**src/hw/rtl/rchash_pkg.sv**
```systemverilog
`timescale 1ns / 1ps
// ----------------------------------------------------------------------------
// rchash_pkg: shared types and constants
// Operation codes, status codes and sequencer states of the user table.
// ----------------------------------------------------------------------------
package rchash_pkg;

   localparam int HASH_SHIFT = 8;

   typedef enum logic [1:0] {
      FN_FIND   = 2'd0,
      FN_ALLOC  = 2'd1,
      FN_FREE   = 2'd2,
      FN_SWITCH = 2'd3
   } func_type;

   typedef enum logic [2:0] {
      STAT_FOUND    = 3'd0,
      STAT_INSERTED = 3'd1,
      STAT_ABSENT   = 3'd2,
      STAT_FULL     = 3'd3,
      STAT_REMOVED  = 3'd4,
      STAT_HELD     = 3'd5
   } status_type;

   typedef enum logic [2:0] {
      ST_CLEAR,
      ST_IDLE,
      ST_CAP1,
      ST_CAP2,
      ST_EXEC,
      ST_EXEC2
   } eng_state_type;

endpackage

```
**src/hw/rtl/rchash_front.sv**
```systemverilog
`timescale 1ns / 1ps
// ----------------------------------------------------------------------------
// rchash_front: request intake
// Hash both IDs of each request and hold it in a two-entry queue.
// ----------------------------------------------------------------------------
module rchash_front
   import rchash_pkg::*;
#(
   parameter int HASH_BITS = 8
) (
   input  logic                 clock,
   input  logic                 reset,
   input  logic                 push,
   input  logic [1:0]           func,
   input  logic [31:0]          uid,
   input  logic [31:0]          old_uid,
   output logic                 full,
   output logic                 item_valid,
   input  logic                 item_take,
   output func_type             item_func,
   output logic [31:0]          item_uid,
   output logic [31:0]          item_old_uid,
   output logic [HASH_BITS-1:0] item_bkt_new,
   output logic [HASH_BITS-1:0] item_bkt_old
);

   logic [31:0]          sum_new, sum_old;
   func_type             func_ff     [2];
   logic [31:0]          uid_ff      [2];
   logic [31:0]          old_ff      [2];
   logic [HASH_BITS-1:0] bkt_new_ff  [2];
   logic [HASH_BITS-1:0] bkt_old_ff  [2];
   logic                 wr_ptr_ff, wr_ptr_in;
   logic                 rd_ptr_ff, rd_ptr_in;
   logic [1:0]           cnt_ff, cnt_in;

   // bucket = low HASH_BITS bits of ((id >> 8) + id), sum wrapping at 32 bits
   assign sum_new = (uid >> HASH_SHIFT) + uid;
   assign sum_old = (old_uid >> HASH_SHIFT) + old_uid;

   assign full       = (cnt_ff == 2'd2);
   assign item_valid = (cnt_ff != 2'd0);

   assign item_func    = func_ff[rd_ptr_ff];
   assign item_uid     = uid_ff[rd_ptr_ff];
   assign item_old_uid = old_ff[rd_ptr_ff];
   assign item_bkt_new = bkt_new_ff[rd_ptr_ff];
   assign item_bkt_old = bkt_old_ff[rd_ptr_ff];

   always_comb begin
      wr_ptr_in = wr_ptr_ff ^ (push & ~full);
      rd_ptr_in = rd_ptr_ff ^ (item_take & item_valid);
      cnt_in    = cnt_ff + {1'b0, push & ~full} - {1'b0, item_take & item_valid};
   end

   always_ff @(posedge clock) begin
      if (reset) begin
         wr_ptr_ff <= 1'b0;
         rd_ptr_ff <= 1'b0;
         cnt_ff    <= 2'd0;
      end else begin
         wr_ptr_ff <= wr_ptr_in;
         rd_ptr_ff <= rd_ptr_in;
         cnt_ff    <= cnt_in;
      end
   end

   always_ff @(posedge clock) begin
      if (push && !full) begin
         func_ff[wr_ptr_ff]    <= func_type'(func);
         uid_ff[wr_ptr_ff]     <= uid;
         old_ff[wr_ptr_ff]     <= old_uid;
         bkt_new_ff[wr_ptr_ff] <= sum_new[HASH_BITS-1:0];
         bkt_old_ff[wr_ptr_ff] <= sum_old[HASH_BITS-1:0];
      end
   end

endmodule

```
**config.mk**
```make
export PLATFORM = sky130hd
export DESIGN_NAME = rchash_front
export DESIGN_NICKNAME = d
export VERILOG_FILES = /design/src/hw/rtl/rchash_pkg.sv /design/src/hw/rtl/rchash_front.sv
export SDC_FILE = /design/constraint.sdc
export NUM_CORES = 1
export LEC_CHECK = 0
export ABC_AREA = 1
export ABC_CLOCK_PERIOD_IN_PS = 3400
export BUFFER_PORTS_ARGS = -buffer_cell sky130_fd_sc_hd__buf_4
export CELL_PAD_IN_SITES_DETAIL_PLACEMENT = 1
export CELL_PAD_IN_SITES_GLOBAL_PLACEMENT = 1
export CORE_ASPECT_RATIO = 1.1
export CORE_MARGIN = 1.5
export CORE_UTILIZATION = 42
export CTS_CLUSTER_DIAMETER = 40
export DETAILED_ROUTE_END_ITERATION = 8
export GPL_ROUTABILITY_DRIVEN = 0
export PLACE_DENSITY = 0.87
export SYNTH_ARGS = -nofsm -noshare
export SYNTH_HDL_FRONTEND = slang
export SYNTH_SLANG_ARGS = --single-unit
```
**constraint.sdc**
```tcl
create_clock -name clock -period 3.4 [get_ports clock]
set_input_delay 0.34 -clock clock [delete_from_list [all_inputs] [get_ports clock]]
set_output_delay 0.34 -clock clock [all_outputs]
set_load 0.01 [all_outputs]
```
---- Yosys cells after proc, flatten, opt, wreduce, memory -nomap -nowiden ----
Memory sizes are Yosys's and may differ from the RTL's. A register that Yosys moved wholly into a read port is not among the register bits.
Index checks and enable logic that the tools add are counted.
word-level totals
  register bits ........................... 4
  memories kept ........................... 5
  bits of input ports ..................... 70
  bits in writable memories ............... 164
operators by class
  muxes and demuxes ....................... 7
  add/sub/neg operators ................... 4
  bitwise operators ....................... 5
  equality and inequality tests ........... 1
  reductions and logical operators ........ 3
memories
  memory      words  width  rd ports  clocked after memory_dff  wr ports  RTL line            source
  old_ff      2      32     1         1                         1         rchash_front.sv:30  logic [31:0] old_ff [2];
  uid_ff      2      32     1         1                         1         rchash_front.sv:29  logic [31:0] uid_ff [2];
  bkt_new_ff  2      8      1         1                         1         rchash_front.sv:31  logic [HASH_BITS-1:0] bkt_new_ff [2];
  bkt_old_ff  2      8      1         1                         1         rchash_front.sv:32  logic [HASH_BITS-1:0] bkt_old_ff [2];
  func_ff     2      2      1         1                         1         rchash_front.sv:28  func_type func_ff [2];
operators by type and width
  operator            number
  $add 8x8->8         2
  $mux 1              7
  $add 2x1->2         1
  $and 1x1->1         2
  $eq 2x2->1 const B  1
  $reduce_bool 2->1   1
  $sub 2x1->2         1
  $xor 1x1->1         2
  $logic_and 1x1->1   1
  $logic_not 1->1     1
  $not 1->1           1

---- Longest topological paths before layout ----
  depth in word-level cells ............... 5
  depth in mapped cells ................... 10
  mapped depth without buffers ............ 10

---- Worst setup path before layout ----
OpenSTA, ideal clock, no wires.
  path kind ............................... register -> register
  start point ............................. reg cnt_ff[1]
  end point ............................... mem bkt_new_ff[1][0] (enable)
  path slack .............................. 0.428 ns
  data arrival time ....................... 2.522 ns
  cell stages (with the launch flop) ...... 5
  cells stage by stage .................... dfxtp_1 > inv_1 > o21ai_0 > inv_1 > ha_1
on the way
  cells in the longest elaborated chain, start to end .. 5
ends and longest elaborated chain
  item                          RTL line            source
  start, declared               rchash_front.sv:35  logic [1:0] cnt_ff, cnt_in;
  start signal, assigned        rchash_front.sv:64  cnt_ff <= cnt_in;
  $eq 2x2->1                    rchash_front.sv:41  assign full = (cnt_ff == 2'd2);
  $logic_not 1->1               rchash_front.sv:69  if (push && !full) begin
  $logic_and 1x1->1             rchash_front.sv:69
  $mux 1                        rchash_front.sv:69
  $mux 1 (not written as such)  rchash_front.sv:73  bkt_new_ff[wr_ptr_ff] <= sum_new[HASH_BITS-1:0];
  end, declared                 rchash_front.sv:31
Every way passes these cells.

==> impl_metrics.py <==
metrics = {
    "route": {
        "viasPerCell": 4.860,
        "drtIter0Drc": 300,
        "wl_um": 16650,
        "drc": 0,
        "vias": 4598,
        "ant_nets": 0,
        "post_drt_wl_per_cell_um": 17.60,
        "firstDrtPassIters": 4,
    },
    "yosys": {
        "synthCells": 574,
        "avgSynthCellArea_um2": 11.94,
        "synthSimpleGateAreaFrac_pct": 18.05,
        "synth_nets": 664,
        "yosysTopAreaCell": "edfxtp_1",
        "syn_area_mm2": 0.006854,
        "muxShareOfSynthArea_pct": 0,
        "synth_compound_area_share_pct": 0.5476,
        "synthFlopType": "edfxtp_1",
        "synthAdderAreaFrac_pct": 3.870,
        "synth_top_cell_area_share_pct": 71.85,
        "ys_seq_elements": 168,
        "async_flop_share_pct": 0,
        "synth-xor-area-share_pct": 1.150,
        "ys_warn_count": 0,
        "synth-seq-area-share_pct": 73.02,
        "ys_types": 23,
        "synthTopCellsByArea": "edfxtp_1 (72%), nand2_1 (16%), ha_1 (3.3%), inv_1 (1.8%), dfxtp_1 (1.2%)",
        "synth_edf_count": 164,
        "synth_top_family_by_area": "simple AND/OR/NAND/NOR gates",
    },
    "run_status": {
        "status": "complete, no violations",
    },
    "finish": {
        "nNetsFinal": 823,
        "diodes": 0,
        "areaGrowthSynthToFinish_pct": 28.86,
        "drive_above_1_share_pct": 25.47,
    },
    "timing": {
        "holdWs_ns": 0.1019,
        "fmax_ghz": 0.4327,
        "post-route-min-period_ns": 2.311,
        "finalSetupViolCount": 0,
        "tns_ns": 0,
        "finalHoldViolCount": 0,
        "tightest_slew_ns": 0.9213,
        "post-route-period-util_pct": 67.98,
        "drv_slew": 0,
        "rsz0062_at_grt": "no",
        "fin_skew_ns": 0.01092,
        "relSlewSlack_pct": 38.58,
    },
    "clocking": {
        "cts_resized": 0,
        "clockRootBuffer": "clkbuf_16",
        "htreeDepth": 4,
        "worstSkewPairLatency_ns": 0.43,
        "postCtsHoldBufs": 0,
        "cts_buffers": 17,
        "tritoncts": "yes",
        "path_clk_slew_ns": 0.06,
        "clock-sinks": 168,
        "post_cts_buffers": 0,
        "cts_buffer_depth": 2,
    },
    "global_route": {
        "grt_antenna_before_repair": 0,
        "track_usage_pct": 20.17,
        "overflow": 0,
        "grt_pass1_wl_um": 26290,
        "grt_max_degree": 85,
        "first_global_vias": 5049,
    },
    "floorplan": {
        "dieWidth_um": 124.8,
        "core_region_area_mm2": 0.01586,
        "die_h_um": 137.0,
        "rows": 48,
        "ioPinCount": 154,
        "start_util_pct": 43.23,
        "dieArea_mm2": 0.01710,
    },
    "critical_path": {
        "critPathBufInv": 3,
        "worstSetupEndpointType": "primary output",
        "worst_ep_required_time_ns": 3.06,
        "critPathTopFamily": "buffers and inverters",
        "slowest_stage": "inv_2",
        "crit_arrival_ns": 1.97,
        "worstSetupPathType": "reg -> out",
        "crit_chain": "inv_2, buf_12, nand2_1, nand2_1, buf_4",
        "crit_fanout": 44,
        "cp-start-kind": "register",
        "critPathMostFrequentCell": "nand2_1",
        "cp_slowest_stage_delay_ns": 0.53,
    },
    "worst_hold_path": {
        "hp-class": "in -> reg",
    },
    "placement": {
        "hpwl_um": 11170,
        "port_buffers": 153,
    },
    "power": {
        "p_per_area_mw_per_mm2": 766.3,
        "peakVddDrop_mv": 0.3956,
        "leakage_nw": 3.849,
    },
    "run": {
        "drv_cap": 0,
    },
}
final timing paths:
kind                                   to  slack, ns                  from  cells past startpoint
setup / recovery          item_bkt_new[2]       1.09  rd_ptr_ff$_SDFF_PP0_                      5
setup reg to reg  old_ff[1][11]$_DFFE_PP_       1.40  cnt_ff[1]$_SDFF_PP0_                      5
hold / removal    old_ff[1][31]$_DFFE_PP_       0.10           old_uid[31]                      1
hold reg to reg      wr_ptr_ff$_SDFF_PP0_       0.67  wr_ptr_ff$_SDFF_PP0_                      3
final cells by class:
class / instances / area, µm²
Fill cell: 1651 / 7023
Timing Repair Buffer: 157 / 1216
Tap cell: 200 / 250.2
Multi-Input combinational cell: 355 / 1644
Clock inverter: 13 / 155.1
Inverter: 34 / 127.6
Clock buffer: 19 / 432.9
Sequential cell: 168 / 5006
routing by layer:
layer  up-vias  wire [µm]  global-route usage [%]  share of wire, %
met4         0        320                   7.727               1.9
met3        22        537                   3.987               3.2
li1       2212          -                       -                 -
met1      2249       6783                   23.81                41
met2       115       9010                   36.57                54
met5         -          0                       0                 0
stage by stage:
step / util [%] / power [mW] / setup slack [ns] / instance area (µm²) / std cells
2_1_floorplan: - / 3.876 / 0.4277 / 6854 / 574
3_3_place_gp: 52.00 / 4.789 / 1.460 / 8244 / 914
3_5_place_dp: 52.00 / 4.905 / 1.400 / 8244 / 914
4_1_cts: 55.71 / 6.851 / 1.050 / 8832 / 946
5_1_grt: 55.71 / 7.110 / 0.9705 / 8832 / 946
6_report: 55.71 / 6.768 / 1.089 / 8832 / 946
power breakdown:
group / internal, mW / switching, mW
Combinational: 0.815 / 1.20
Clock: 1.15 / 0.780
Sequential: 2.72 / 0.104
Total: 4.69 / 2.08
state kept, by name, indices dropped and copies added, names as in the netlist:
| signal | cells |
|---|---|
| uid_ff | 64 |
| wr_ptr_ff | 1 |
| cnt_ff | 2 |
| func_ff | 4 |
| bkt_new_ff | 16 |
| rd_ptr_ff | 1 |
| old_ff | 64 |
| bkt_old_ff | 16 |
worst reg2reg max path, stage by stage (launching register included):
cell and delay [ns]:
dfxtp_1 0.32, inv_1 0.12, o21ai_0 0.13, inv_1 0.17, ha_4 0.58, buf_12 0.34
synth_stat cells (2+ instances only):
library cell / count
nor2_1: 9
ha_1: 18
buf_4: 7
dfxtp_1: 4
or2_1: 2
nand2_1: 291
nand3_1: 9
fa_1: 2
inv_1: 33
nand3b_1: 3
a21oi_1: 5
xnor2_1: 8
edfxtp_1: 164
buf_2: 10
placed cells by master, fill, tap and decap left out, drive strengths merged:
cell type  count
fa             2
ha            18
o21ai          1
xnor2          8
or2            3
xor2           1
o21a           1
clkbuf        19
nor3           1
and2           1
a21oi          5
nor3b          1
nor2           9
nand4          1
dfxtp          4
nand2        291
clkinvlp       4
nand3b         3
buf          157
nand3          9
clkinv         6
bufinv         3
edfxtp       164
inv           34
cell families after synthesis:
group                    count (synthesis)
AND/OR/NAND/NOR                        319
AO/OA/AOI/OAI                            7
adder cells (fa/ha/maj)                 20
flip-flops                             168
XOR/XNOR                                 9
buffers and inverters                   51
Power figures use the tool's default switching activity.
